==> config.mk <==
export PLATFORM = sky130hd
export DESIGN_NAME = dvfs_operating_point_sequencer
export DESIGN_NICKNAME = d
export VERILOG_FILES = /design/src/sv/dvfs_pkg.sv /design/src/sv/dvfs_table.sv /design/src/sv/dvfs_cfg.sv /design/src/sv/dvfs_seq.sv /design/src/sv/dvfs_operating_point_sequencer.sv
export SDC_FILE = /design/constraint.sdc
export NUM_CORES = 2
export LEC_CHECK = 0
export BUFFER_PORTS_ARGS = -buffer_cell sky130_fd_sc_hd__buf_2
export CAP_MARGIN = 20
export CORE_ASPECT_RATIO = 1.1
export CORE_MARGIN = 1
export CORE_UTILIZATION = 60
export CTS_CLUSTER_DIAMETER = 80
export CTS_CLUSTER_SIZE = 40
export DETAILED_ROUTE_END_ITERATION = 12
export PLACE_DENSITY = 0.82
export SETUP_SLACK_MARGIN = 0.05
export SYNTH_ARGS = -nofsm -noshare
export SYNTH_HDL_FRONTEND = slang
export SYNTH_SLANG_ARGS = --single-unit
==> constraint.sdc <==
create_clock -name clk -period 10.05 [get_ports clk]
set_input_delay 2.01 -clock clk [delete_from_list [all_inputs] [get_ports clk]]
set_output_delay 2.01 -clock clk [all_outputs]
set_load 0.005 [all_outputs]
==> src/sv/dvfs_pkg.sv <==
// Shared types and constants of the DVFS operating-point sequencer.
// Used by the table, configuration and sequencer modules; depends on nothing.
package dvfs_pkg;

	// One operating point as it is stored in the table memory (60 bits).
	typedef struct packed {
		logic [20:0] freq;
		logic [2:0]  src;
		logic [2:0]  sel;
		logic [3:0]  div;
		logic [17:0] bus;
		logic [10:0] mv;
	} op_entry_t;

	// Configuration register values as seen by the sequencer.
	typedef struct packed {
		logic        pll2_half_step;
		logic [10:0] vdd_min_mv;
		logic [10:0] vdd_max_mv;
	} cfg_t;

	localparam logic [1:0] KIND_LOAD   = 2'd0;
	localparam logic [1:0] KIND_RATE   = 2'd1;
	localparam logic [1:0] KIND_ADJUST = 2'd2;
	localparam logic [1:0] KIND_CHECK  = 2'd3;

	localparam logic [1:0] REASON_SCALE = 2'd0;
	localparam logic [1:0] REASON_WFI   = 2'd1;
	localparam logic [1:0] REASON_PC    = 2'd2;

	localparam logic [2:0] CMD_STATUS  = 3'd0;
	localparam logic [2:0] CMD_SET_V   = 3'd1;
	localparam logic [2:0] CMD_SET_BUS = 3'd2;
	localparam logic [2:0] CMD_PLL_ON  = 3'd3;
	localparam logic [2:0] CMD_PLL_OFF = 3'd4;
	localparam logic [2:0] CMD_CTL     = 3'd5;
	localparam logic [2:0] CMD_PLL2_L  = 3'd6;
	localparam logic [2:0] CMD_SELECT  = 3'd7;

	localparam logic [1:0] ST_OK      = 2'd0;
	localparam logic [1:0] ST_NO_FREQ = 2'd1;
	localparam logic [1:0] ST_RANGE   = 2'd2;

	localparam logic [2:0] SRC_PLL1 = 3'd2;
	localparam logic [2:0] SRC_PLL2 = 3'd3;
	localparam logic [2:0] SRC_PLL3 = 3'd4;

	// Register indexes on the configuration port.
	localparam logic [1:0] REG_PLL2_HALF = 2'd0;
	localparam logic [1:0] REG_VDD_MIN   = 2'd1;
	localparam logic [1:0] REG_VDD_MAX   = 2'd2;

	localparam logic [10:0] VDD_MIN_RESET = 11'd800;
	localparam logic [10:0] VDD_MAX_RESET = 11'd1600;

	// Positions in the ordered command run; the last one is the status.
	localparam logic [3:0] STEP_V_UP    = 4'd0;
	localparam logic [3:0] STEP_BUS_UP  = 4'd1;
	localparam logic [3:0] STEP_PLL_ON  = 4'd2;
	localparam logic [3:0] STEP_CTL     = 4'd3;
	localparam logic [3:0] STEP_L       = 4'd4;
	localparam logic [3:0] STEP_SEL     = 4'd5;
	localparam logic [3:0] STEP_PLL_OFF = 4'd6;
	localparam logic [3:0] STEP_BUS_DN  = 4'd7;
	localparam logic [3:0] STEP_V_DN    = 4'd8;
	localparam logic [3:0] STEP_STATUS  = 4'd9;
	localparam int         NUM_STEPS    = 10;

	// Reciprocals: x*2622>>16 equals x/25 for x <= 2048,
	// x*27963>>21 equals x/75 for x < 16384.
	localparam logic [11:0] RECIP_25      = 12'd2622;
	localparam logic [14:0] RECIP_75      = 15'd27963;
	localparam logic [6:0]  VCODE_OFFSET  = 7'd30;
	localparam logic [2:0]  VCODE_TOP     = 3'b111;
	localparam logic [20:0] L_HIGH_KHZ    = 21'd1500000;

	// Voltage code: ((mv/25 - 30) mod 256) | 0xE0.
	function automatic logic [7:0] vcode(input logic [10:0] mv);
		logic [22:0] prod;
		logic [6:0]  q;
		logic [6:0]  d;
		prod = mv * RECIP_25;
		q    = prod[22:16];
		d    = q - VCODE_OFFSET;
		return {VCODE_TOP, d[4:0]};
	endfunction

	function automatic logic is_pll(input logic [2:0] src);
		return (src == SRC_PLL1) || (src == SRC_PLL2) || (src == SRC_PLL3);
	endfunction

endpackage

==> src/sv/dvfs_table.sv <==
// Operating-point table: a single-port-write, single-port-read synchronous
// memory with a registered read and per-slot valid bits. Uses dvfs_pkg.
module dvfs_table #(
	parameter int TABLE_ENTRIES = 32,
	parameter int SW            = 5
) (
	input  logic                clk,
	input  logic                arst_n,
	input  logic                wr_en,
	input  logic [SW-1:0]       wr_addr,
	input  dvfs_pkg::op_entry_t wr_data,
	input  logic [SW-1:0]       rd_addr,
	output dvfs_pkg::op_entry_t rd_data
);
	import dvfs_pkg::*;

	op_entry_t                mem [TABLE_ENTRIES];
	logic [TABLE_ENTRIES-1:0] valid_q;
	op_entry_t                rd_q;
	logic                     rd_valid_q;

	always_ff @(posedge clk) begin
		if (wr_en) begin
			mem[wr_addr] <= wr_data;
		end
		rd_q <= mem[rd_addr];
	end

	always_ff @(posedge clk or negedge arst_n) begin
		if (!arst_n) begin
			valid_q    <= '0;
			rd_valid_q <= 1'b0;
		end else begin
			if (wr_en) begin
				valid_q[wr_addr] <= 1'b1;
			end
			rd_valid_q <= valid_q[rd_addr];
		end
	end

	// A slot never written reads as the all-zero reset entry.
	assign rd_data = rd_valid_q ? rd_q : '0;

endmodule

==> src/sv/dvfs_cfg.sv <==
// APB-style configuration registers of the DVFS sequencer.
// Uses dvfs_pkg for register indexes and reset values.
module dvfs_cfg (
	input  logic          clk,
	input  logic          arst_n,
	input  logic          psel,
	input  logic          penable,
	input  logic          pwrite,
	input  logic [3:0]    paddr,
	input  logic [31:0]   pwdata,
	output logic [31:0]   prdata,
	output logic          pready,
	output dvfs_pkg::cfg_t cfg
);
	import dvfs_pkg::*;

	cfg_t cfg_q;
	logic wr;

	assign wr     = psel && penable && pwrite;
	assign pready = 1'b1;
	assign cfg    = cfg_q;

	always_ff @(posedge clk or negedge arst_n) begin
		if (!arst_n) begin
			cfg_q.pll2_half_step <= 1'b0;
			cfg_q.vdd_min_mv     <= VDD_MIN_RESET;
			cfg_q.vdd_max_mv     <= VDD_MAX_RESET;
		end else if (wr) begin
			unique case (paddr[3:2])
				REG_PLL2_HALF: cfg_q.pll2_half_step <= pwdata[0];
				REG_VDD_MIN:   cfg_q.vdd_min_mv     <= pwdata[10:0];
				REG_VDD_MAX:   cfg_q.vdd_max_mv     <= pwdata[10:0];
				default: ;
			endcase
		end
	end

	always_comb begin
		unique case (paddr[3:2])
			REG_PLL2_HALF: prdata = {31'b0, cfg_q.pll2_half_step};
			REG_VDD_MIN:   prdata = {21'b0, cfg_q.vdd_min_mv};
			REG_VDD_MAX:   prdata = {21'b0, cfg_q.vdd_max_mv};
			default:       prdata = '0;
		endcase
	end

endmodule

==> src/sv/dvfs_seq.sv <==
// Request sequencer: reads, modifies and writes back the operating-point
// table and issues the ordered command run. Uses dvfs_pkg.
module dvfs_seq #(
	parameter int TABLE_ENTRIES = 32,
	parameter int SW            = 5
) (
	input  logic                clk,
	input  logic                arst_n,
	input  dvfs_pkg::cfg_t      cfg,
	input  logic                in_valid,
	output logic                in_stall,
	input  logic [1:0]          kind,
	input  logic [4:0]          index,
	input  logic [20:0]         freq_khz,
	input  logic [2:0]          source,
	input  logic [2:0]          mux_select,
	input  logic [3:0]          divider,
	input  logic [17:0]         bus_khz,
	input  logic signed [11:0]  voltage,
	input  logic [1:0]          reason,
	input  logic                make_current,
	output logic                out_valid,
	input  logic                out_stall,
	output logic [2:0]          command,
	output logic [20:0]         value,
	output logic [1:0]          status,
	output logic                last,
	output logic                wr_en,
	output logic [SW-1:0]       wr_addr,
	output dvfs_pkg::op_entry_t wr_data,
	output logic [SW-1:0]       rd_addr,
	input  dvfs_pkg::op_entry_t rd_data
);
	import dvfs_pkg::*;

	typedef enum logic [8:0] {
		S_IDLE     = 9'b000000001,
		S_ADJ_PREP = 9'b000000010,
		S_RD_OLD   = 9'b000000100,
		S_OLD_EV   = 9'b000001000,
		S_SCAN_RD  = 9'b000010000,
		S_SCAN_EV  = 9'b000100000,
		S_RD_CUR   = 9'b001000000,
		S_CUR_EV   = 9'b010000000,
		S_EMIT     = 9'b100000000
	} state_t;

	localparam logic [SW-1:0]        LAST_SLOT   = SW'(TABLE_ENTRIES - 1);
	localparam logic [NUM_STEPS-1:0] EN_STATUS   = NUM_STEPS'(1) << STEP_STATUS;

	state_t               state_q;
	logic [1:0]           kind_q;
	logic [20:0]          freq_q;
	logic [1:0]           reason_q;
	logic signed [11:0]   vol_q;
	logic signed [13:0]   step_mv_q;
	op_entry_t            o_q;
	op_entry_t            n_q;
	logic [SW-1:0]        i_q;
	logic [SW-1:0]        cur_q;
	logic [15:0]          image_q;
	logic                 sel_q;
	logic [NUM_STEPS-1:0] en_q;
	logic [3:0]           step_q;
	logic [1:0]           status_q;
	logic                 out_valid_q;
	logic [2:0]           command_q;
	logic [20:0]          value_q;
	logic [1:0]           status_out_q;
	logic                 last_q;

	logic                 accept;
	logic                 load_ok;
	logic                 out_free;
	logic                 emit_go;
	logic                 tbl_end;
	logic                 tbl_hit;
	logic                 scan_done;
	logic                 vol_bad;
	logic [10:0]          adj_mv;
	logic [11:0]          vol_abs;
	logic [23:0]          step_prod;
	logic [6:0]           step_q25;
	logic [10:0]          step_mag;
	logic [15:0]          new_image;
	logic [13:0]          l_x;
	logic [28:0]          l_prod;
	logic [20:0]          l_val;
	logic [2:0]           emit_cmd;
	logic [20:0]          emit_val;
	logic [NUM_STEPS-1:0] rate_en;

	assign in_stall  = (state_q != S_IDLE);
	assign accept    = in_valid && (state_q == S_IDLE);
	assign load_ok   = (32'(index) < TABLE_ENTRIES);
	assign out_free  = !out_valid_q || !out_stall;
	assign emit_go   = (state_q == S_EMIT) && en_q[step_q] && out_free;
	assign out_valid = out_valid_q;
	assign command   = command_q;
	assign value     = value_q;
	assign status    = status_out_q;
	assign last      = last_q;

	assign rd_addr   = (state_q == S_RD_OLD || state_q == S_RD_CUR) ? cur_q : i_q;
	assign tbl_end   = (rd_data.freq == 21'd0);
	assign tbl_hit   = !tbl_end && (rd_data.freq == freq_q);
	assign scan_done = tbl_end || (i_q == LAST_SLOT);
	assign vol_bad   = ($signed({vol_q[11], vol_q}) > $signed({2'b00, cfg.vdd_max_mv})) ||
	                   ($signed({vol_q[11], vol_q}) < $signed({2'b00, cfg.vdd_min_mv}));

	// Offset rounded toward zero to a multiple of 25 mV.
	assign vol_abs   = vol_q[11] ? 12'(-vol_q) : 12'(vol_q);
	assign step_prod = vol_abs * RECIP_25;
	assign step_q25  = step_prod[22:16];
	assign step_mag  = ({4'b0, step_q25} << 4) + ({4'b0, step_q25} << 3) + {4'b0, step_q25};

	function automatic logic [10:0] clamp(input logic signed [13:0] v,
	                                      input logic [10:0] lo,
	                                      input logic [10:0] hi);
		logic signed [13:0] r;
		r = v;
		if (r < $signed({3'b000, lo})) begin
			r = $signed({3'b000, lo});
		end
		if (r > $signed({3'b000, hi})) begin
			r = $signed({3'b000, hi});
		end
		return r[10:0];
	endfunction

	always_comb begin
		if (freq_q == 21'd0) begin
			adj_mv = clamp($signed({3'b000, rd_data.mv}) + step_mv_q,
			               cfg.vdd_min_mv, cfg.vdd_max_mv);
		end else begin
			adj_mv = clamp(step_mv_q, cfg.vdd_min_mv, cfg.vdd_max_mv);
		end
	end

	// Conditions of the command run for a matched rate request.
	always_comb begin
		rate_en = '0;
		rate_en[STEP_V_UP]    = (reason_q == REASON_SCALE) && (rd_data.mv > o_q.mv);
		rate_en[STEP_BUS_UP]  = rd_data.bus > o_q.bus;
		rate_en[STEP_PLL_ON]  = (o_q.src != rd_data.src) && is_pll(rd_data.src);
		rate_en[STEP_CTL]     = 1'b1;
		rate_en[STEP_L]       = (rd_data.src == SRC_PLL2);
		rate_en[STEP_SEL]     = 1'b1;
		rate_en[STEP_PLL_OFF] = (reason_q != REASON_WFI) && (o_q.src != rd_data.src) &&
		                        is_pll(o_q.src);
		rate_en[STEP_BUS_DN]  = (reason_q != REASON_WFI) && (rd_data.bus < o_q.bus);
		rate_en[STEP_V_DN]    = (reason_q != REASON_WFI) && (reason_q != REASON_PC) &&
		                        (rd_data.mv < o_q.mv);
		rate_en[STEP_STATUS]  = 1'b1;
	end

	// Table write port: loads, voltage adjustments and checked updates.
	always_comb begin
		wr_en   = 1'b0;
		wr_addr = i_q;
		wr_data = rd_data;
		if (accept && kind == KIND_LOAD && load_ok) begin
			wr_en        = 1'b1;
			wr_addr      = SW'(index);
			wr_data.freq = freq_khz;
			wr_data.src  = source;
			wr_data.sel  = mux_select;
			wr_data.div  = divider;
			wr_data.bus  = bus_khz;
			wr_data.mv   = voltage[11] ? 11'd0 : voltage[10:0];
		end else if (state_q == S_SCAN_EV && !tbl_end) begin
			if (kind_q == KIND_ADJUST && (freq_q == 21'd0 || tbl_hit)) begin
				wr_en      = 1'b1;
				wr_data.mv = adj_mv;
			end else if (kind_q == KIND_CHECK && tbl_hit && !vol_bad) begin
				wr_en      = 1'b1;
				wr_data.mv = vol_q[10:0];
			end
		end
	end

	// Clock-control image: the byte picked by the select bit gets mux and divider.
	always_comb begin
		if (sel_q) begin
			new_image = {1'b0, n_q.sel, n_q.div, image_q[7:0]};
		end else begin
			new_image = {image_q[15:8], 1'b0, n_q.sel, n_q.div};
		end
	end

	// PLL2 L value: freq/19200 or freq/9600, one less above 1.5 GHz.
	assign l_x    = cfg.pll2_half_step ? n_q.freq[20:7] : {1'b0, n_q.freq[20:8]};
	assign l_prod = l_x * RECIP_75;
	assign l_val  = (n_q.freq > L_HIGH_KHZ) ? 21'(l_prod[28:21]) - 21'd1 :
	                21'(l_prod[28:21]);

	always_comb begin
		unique case (step_q)
			STEP_V_UP:    begin emit_cmd = CMD_SET_V;   emit_val = 21'(vcode(n_q.mv)); end
			STEP_BUS_UP:  begin emit_cmd = CMD_SET_BUS; emit_val = 21'(n_q.bus); end
			STEP_PLL_ON:  begin emit_cmd = CMD_PLL_ON;  emit_val = 21'(n_q.src - 3'd1); end
			STEP_CTL:     begin emit_cmd = CMD_CTL;     emit_val = 21'(new_image); end
			STEP_L:       begin emit_cmd = CMD_PLL2_L;  emit_val = l_val; end
			STEP_SEL:     begin emit_cmd = CMD_SELECT;  emit_val = 21'(!sel_q); end
			STEP_PLL_OFF: begin emit_cmd = CMD_PLL_OFF; emit_val = 21'(o_q.src - 3'd1); end
			STEP_BUS_DN:  begin emit_cmd = CMD_SET_BUS; emit_val = 21'(n_q.bus); end
			STEP_V_DN:    begin emit_cmd = CMD_SET_V;   emit_val = 21'(vcode(n_q.mv)); end
			default:      begin emit_cmd = CMD_STATUS;  emit_val = 21'd0; end
		endcase
	end

	always_ff @(posedge clk or negedge arst_n) begin
		if (!arst_n) begin
			state_q      <= S_IDLE;
			kind_q       <= KIND_LOAD;
			freq_q       <= '0;
			reason_q     <= '0;
			vol_q        <= '0;
			step_mv_q    <= '0;
			o_q          <= '0;
			n_q          <= '0;
			i_q          <= '0;
			cur_q        <= '0;
			image_q      <= '0;
			sel_q        <= 1'b0;
			en_q         <= '0;
			step_q       <= '0;
			status_q     <= ST_OK;
			out_valid_q  <= 1'b0;
			command_q    <= CMD_STATUS;
			value_q      <= '0;
			status_out_q <= ST_OK;
			last_q       <= 1'b0;
		end else begin
			out_valid_q <= emit_go || (out_valid_q && out_stall);
			unique case (state_q)
				S_IDLE: begin
					if (accept) begin
						kind_q   <= kind;
						freq_q   <= freq_khz;
						reason_q <= reason;
						vol_q    <= voltage;
						i_q      <= '0;
						step_q   <= STEP_V_UP;
						en_q     <= EN_STATUS;
						status_q <= ST_OK;
						unique case (kind)
							KIND_LOAD: begin
								if (load_ok && make_current) begin
									cur_q <= SW'(index);
								end
								state_q <= S_EMIT;
							end
							KIND_RATE:   state_q <= S_RD_OLD;
							KIND_ADJUST: state_q <= S_ADJ_PREP;
							default:     state_q <= S_SCAN_RD;
						endcase
					end
				end
				S_ADJ_PREP: begin
					step_mv_q <= vol_q[11] ? -$signed({3'b000, step_mag}) :
					             $signed({3'b000, step_mag});
					state_q   <= S_SCAN_RD;
				end
				S_RD_OLD: state_q <= S_OLD_EV;
				S_OLD_EV: begin
					o_q <= rd_data;
					if (rd_data.freq == freq_q) begin
						state_q <= S_EMIT;
					end else begin
						state_q <= S_SCAN_RD;
					end
				end
				S_SCAN_RD: state_q <= S_SCAN_EV;
				S_SCAN_EV: begin
					if (kind_q == KIND_RATE && tbl_hit) begin
						n_q     <= rd_data;
						en_q    <= rate_en;
						state_q <= S_EMIT;
					end else if (kind_q == KIND_CHECK && tbl_hit) begin
						if (vol_bad) begin
							status_q <= ST_RANGE;
							state_q  <= S_EMIT;
						end else begin
							n_q.mv  <= vol_q[10:0];
							state_q <= S_RD_CUR;
						end
					end else if (scan_done) begin
						if (kind_q != KIND_ADJUST) begin
							status_q <= ST_NO_FREQ;
						end
						state_q <= S_EMIT;
					end else begin
						i_q     <= i_q + 1'b1;
						state_q <= S_SCAN_RD;
					end
				end
				S_RD_CUR: state_q <= S_CUR_EV;
				S_CUR_EV: begin
					if (rd_data.freq == freq_q) begin
						en_q[STEP_V_DN] <= 1'b1;
					end
					state_q <= S_EMIT;
				end
				S_EMIT: begin
					if (!en_q[step_q]) begin
						step_q <= step_q + 4'd1;
					end else if (out_free) begin
						command_q    <= emit_cmd;
						value_q      <= emit_val;
						status_out_q <= (step_q == STEP_STATUS) ? status_q : ST_OK;
						last_q       <= (step_q == STEP_STATUS);
						if (step_q == STEP_CTL) begin
							image_q <= new_image;
						end
						if (step_q == STEP_SEL) begin
							sel_q <= !sel_q;
							cur_q <= i_q;
						end
						if (step_q == STEP_STATUS) begin
							state_q <= S_IDLE;
						end
						step_q <= step_q + 4'd1;
					end
				end
				default: state_q <= S_IDLE;
			endcase
		end
	end

endmodule

==> src/sv/dvfs_operating_point_sequencer.sv <==
// Top level of the DVFS operating-point sequencer: ties the configuration
// registers, the operating-point table memory and the request sequencer.
// Depends on dvfs_pkg, dvfs_cfg, dvfs_table and dvfs_seq.
//
// The block keeps a table of CPU operating points (frequency, clock source,
// mux select, divider, bus rate, core voltage) in a synchronous memory with
// a registered read, and it works on one request at a time. A request
// loads an entry, asks for a new rate, shifts voltages, or sets the voltage
// of one entry under range check. Every request ends with a status result
// that carries last; a matched rate change first issues its ordered run of
// commands (voltage up, bus up, PLL on, clock-control write, PLL2 L value,
// select toggle, PLL off, bus down, voltage down) as its conditions call for.
// Every table lookup walks the slots in order through the single read port,
// with a read and an evaluate state per slot, and stops at the first empty
// slot, at the last slot or, for a rate or checked request, at the match.
// A rate request first reads the running entry; a checked update reads it
// after the match and issues a voltage command if it is the entry updated;
// a voltage adjust first forms its rounded step. The command run then steps
// through its positions in order, skips those not called for and waits
// while the output is stalled. The next request can be taken once the status
// result is in the output register. Table slots come out of reset empty
// through per-slot valid bits; no clearing pass is needed. Configuration is
// written through the APB-style port at byte addresses 0, 4 and 8. The user
// must do so only while no request is in progress; the block does not check.
module dvfs_operating_point_sequencer #(
	parameter int TABLE_ENTRIES = 32
) (
	input  logic               clk,
	input  logic               arst_n,
	input  logic               psel,
	input  logic               penable,
	input  logic               pwrite,
	input  logic [3:0]         paddr,
	input  logic [31:0]        pwdata,
	output logic [31:0]        prdata,
	output logic               pready,
	input  logic               in_valid,
	output logic               in_stall,
	input  logic [1:0]         kind,
	input  logic [4:0]         index,
	input  logic [20:0]        freq_khz,
	input  logic [2:0]         source,
	input  logic [2:0]         mux_select,
	input  logic [3:0]         divider,
	input  logic [17:0]        bus_khz,
	input  logic signed [11:0] voltage,
	input  logic [1:0]         reason,
	input  logic               make_current,
	output logic               out_valid,
	input  logic               out_stall,
	output logic [2:0]         command,
	output logic [20:0]        value,
	output logic [1:0]         status,
	output logic               last
);
	import dvfs_pkg::*;

	// Slot index width of the table.
	localparam int SW = $clog2(TABLE_ENTRIES);

	cfg_t          cfg;
	logic          wr_en;
	logic [SW-1:0] wr_addr;
	op_entry_t     wr_data;
	logic [SW-1:0] rd_addr;
	op_entry_t     rd_data;

	dvfs_cfg u_cfg (
		.clk     (clk),
		.arst_n  (arst_n),
		.psel    (psel),
		.penable (penable),
		.pwrite  (pwrite),
		.paddr   (paddr),
		.pwdata  (pwdata),
		.prdata  (prdata),
		.pready  (pready),
		.cfg     (cfg)
	);

	dvfs_table #(
		.TABLE_ENTRIES (TABLE_ENTRIES),
		.SW            (SW)
	) u_table (
		.clk     (clk),
		.arst_n  (arst_n),
		.wr_en   (wr_en),
		.wr_addr (wr_addr),
		.wr_data (wr_data),
		.rd_addr (rd_addr),
		.rd_data (rd_data)
	);

	dvfs_seq #(
		.TABLE_ENTRIES (TABLE_ENTRIES),
		.SW            (SW)
	) u_seq (
		.clk          (clk),
		.arst_n       (arst_n),
		.cfg          (cfg),
		.in_valid     (in_valid),
		.in_stall     (in_stall),
		.kind         (kind),
		.index        (index),
		.freq_khz     (freq_khz),
		.source       (source),
		.mux_select   (mux_select),
		.divider      (divider),
		.bus_khz      (bus_khz),
		.voltage      (voltage),
		.reason       (reason),
		.make_current (make_current),
		.out_valid    (out_valid),
		.out_stall    (out_stall),
		.command      (command),
		.value        (value),
		.status       (status),
		.last         (last),
		.wr_en        (wr_en),
		.wr_addr      (wr_addr),
		.wr_data      (wr_data),
		.rd_addr      (rd_addr),
		.rd_data      (rd_data)
	);

endmodule
==> results.py <==
metrics = {
    "outcome": {
        "outcome": "finished clean",
    },
    "synthesis": {
        "synth.distinct_cells": 88,
        "synth_seq_area_share_pct": 65.22,
        "synth.cell_area_um2": 100800,
        "ys_async_sr_fraction_pct": 12.23,
        "avgSynthCellArea_um2": 16.67,
        "ys.flop_type": "edfxtp_1",
        "synth-seq-cells": 2256,
        "synth_edf_count": 1920,
        "yosysWarnings": 0,
        "synth_cells": 6051,
    },
    "timing": {
        "hold_viol": 0,
        "maxSlewViolCount": 0,
        "setup_slack_ns": 0.6192,
        "fmax_mhz": 106.0,
        "clock_skew_ns": 0.09093,
        "rsz0062_at_grt": "false",
        "finalSetupViolations": 0,
        "fin_crit_ns": 9.431,
        "tns_ns": 0,
        "fin_crit_sh_pct": 93.84,
        "max_slew_margin_pct": 20.60,
        "tightest_slew_ns": 1.188,
    },
    "job": {
        "cap_violations": 0,
    },
    "route": {
        "drc": 0,
        "drtIter0Drc": 8135,
        "totalWireLength_um": 261100,
        "num_vias": 57480,
        "routedWlPerCell_um": 30.88,
        "routed_via_density": 6.797,
        "dr.pass1.iters": 6,
        "ant_nets": 0,
    },
    "min_path": {
        "min_path_type": "register to register",
    },
    "die": {
        "die_area_um2": 169700,
        "start_util_pct": 60.54,
        "ioPinCount": 176,
        "die_w_um": 392.9,
        "coreArea_um2": 166600,
        "fp.dieH_um": 432.0,
        "rows": 157,
    },
    "power": {
        "p_sw_share_pct": 41.59,
        "combPwrFrac_pct": 55.1,
        "p_leak_uw": 0.03965,
        "power_uw": 36680,
        "p_seq_share_pct": 32.1,
        "pwr-share-clk_pct": 12.8,
        "netSwitchingPower_uw": 15250,
        "peakVddDrop_mv": 1.912,
        "p_int_uw": 21430,
        "cellPowerDensity_nw_per_um2": 339.6,
    },
    "clock_network": {
        "root_buffer": "clkbuf_16",
        "cts_buffer_depth": 3,
        "clk_pin_slew_ns": 0.12,
        "postCtsSetupBuffers": 0,
        "insertion_delay_ns": 0.80,
        "cts_num_sinks": 2256,
        "cts_made_buffers": 80,
        "htreeDepth": 3,
        "cts_hold_buf": 0,
        "cts_tree": "done",
    },
    "final_layout": {
        "final_common_cell": "edfxtp_1",
        "area_delta_synth_final_pct": 7.096,
        "most-common-layout-cells": "edfxtp_1 (1,920), nand2_1 (525), mux4_2 (490), ha_1 (400), inv_1 (387)",
        "fin_nets": 6825,
        "layout-drive-gt1-share_pct": 17.16,
        "stdcell_count": 8457,
        "fin_util_pct": 64.83,
    },
    "global_routing": {
        "grt_usage_pct": 30.98,
        "grt_max_degree": 180,
        "antenna_found_initial": 16,
        "grt_first_pass_wirelength_um": 378600,
        "grt_pass1_vias": 57190,
        "grt-ovfl-total": 0,
    },
    "placed_design": {
        "post-dp-hpwl_um": 151700,
        "pre_cts_ws_ns": 0.4874,
        "io_buffers": 130,
        "place.gp.congestion": 0.9026,
        "placed_cells": 8297,
    },
    "critical_path": {
        "cp_max_fo": 9,
        "worst_path_max_delay_cell": "or4_1",
        "cpPeakStageDelay_ns": 0.56,
        "cp_data_arrival_time_ns": 10.02,
        "cp.required_ns": 10.64,
        "crit_type": "register to register",
        "crit_top_cell": "inv_1",
        "start_kind": "register",
        "critPathCaptureType": "register",
    },
}
cell families (layout without fill, tap and decap cells):
group | Yosys count | in the layout | share of synthesized area (%)
AO/OA/AOI/OAI | 717 | 717 | 4.890
XOR/XNOR | 106 | 106 | 0.9206
adder cells (fa/ha/maj) | 551 | 551 | 7.961
buffers and inverters | 679 | 833 | 2.761
flip-flops | 2256 | 2256 | 65.22
multiplexers | 771 | 771 | 13.81
other | 2 | 28 | 0.007447
AND/OR/NAND/NOR | 969 | 969 | 4.431
worst paths after layout:
check	from	to	slack (ns)	cells after the start
setup / recovery	u_seq.vol_q[4]	u_seq.step_mv_q[10]	0.62	34
hold / removal	u_table.valid_q[24]	u_table.valid_q[24]	0.48	1
setup reg to reg	u_seq.vol_q[4]	u_seq.step_mv_q[10]	0.62	34
hold reg to reg	u_table.valid_q[24]	u_table.valid_q[24]	0.48	1
max in group asynchronous	arst_n	u_table.rd_valid_q	7.24	2
min in group asynchronous	arst_n	u_seq.n_q[40]	1.29	1
per-layer routing:
metal | vias to the layer above | track usage, % | part of all wire [%]
met1 | 28970 | 40.36 | 34
met5 | - | 0 | 0.050
met2 | 4234 | 50.68 | 49
met4 | 20 | 14.33 | 5.3
met3 | 800 | 5.947 | 12
li1 | 23460 | - | -
timing repair:
action / 4_1_cts / 5_1_grt
hold endpoints to repair: 0 / 0
setup endpoints to repair: 0 / 3
resized for setup: 0 / 2
critical path: cells and delay by family, from the launching register on:
kind            cells  cell delay (ns)
fa+ha+maj           9             3.57
simple gates        5             2.01
xor+xnor            4             0.88
compound gates      9             1.75
buf+inv             7             0.50
flops               1             0.54
stage by stage:
stage	cell area [um^2]	hold WS, ns
after global routing	108000	0.4843
after detailed placement	105000	0.4486
after CTS	107900	0.4761
after floorplan	100900	0.4278
after global placement	104800	0.4411
final	108000	0.4793
area by class of cell:
type | instances | area (um^2)
repair buffers | 298 | 2293
fillers | 10880 | 58580
clock buffers | 107 | 2198
diodes | 6 | 15.01
clock inverters | 40 | 699.4
inverters | 388 | 1456
flip-flops and latches | 2256 | 65780
well taps | 2226 | 2785
multi-input cells | 3136 | 32770
power by group through the flow:
stage                     clock (uW)  combinational [uW]  sequential, uW
after floorplan                    0               15900           11800
after global placement             0               19800           11900
after detailed placement           0               20200           12000
after CTS                       4720               20300           11800
after global routing            4980               22600           11800
final                           4690               20200           11800
cell usage after synthesis (37+ instances only):
master | instances | area (um^2)
ha_1 | 400 | 5005
buf_4 | 37 | 277.8
nand3_1 | 40 | 200.2
a221oi_1 | 72 | 630.6
a32o_1 | 63 | 630.6
o21ai_0 | 230 | 1151
clkbuf_1 | 140 | 525.5
dfxtp_1 | 60 | 1201
mux4_2 | 490 | 11040
nand2_1 | 525 | 1971
nor2_1 | 138 | 518.0
xnor2_1 | 66 | 578.1
buf_1 | 37 | 138.9
a22o_1 | 37 | 324.1
buf_2 | 77 | 385.4
dfrtp_1 | 269 | 6731
a21oi_1 | 84 | 420.4
inv_1 | 387 | 1453
mux2_2 | 60 | 675.7
mux2i_1 | 221 | 2212
xor2_1 | 40 | 350.3
fa_1 | 151 | 3023
edfxtp_1 | 1920 | 57660
a21o_1 | 41 | 307.8
sequential cells by signal, summed over array words and instances (netlist names), 19 cells and up:
signal / count
u_table.mem: 1920
u_seq.n_q: 60
u_table.rd_q: 60
u_seq.o_q: 32
u_table.valid_q: 32
u_cfg.cfg: 23
u_seq.freq_q: 21
u_seq.value: 19
Power figures use the tool's default switching activity.
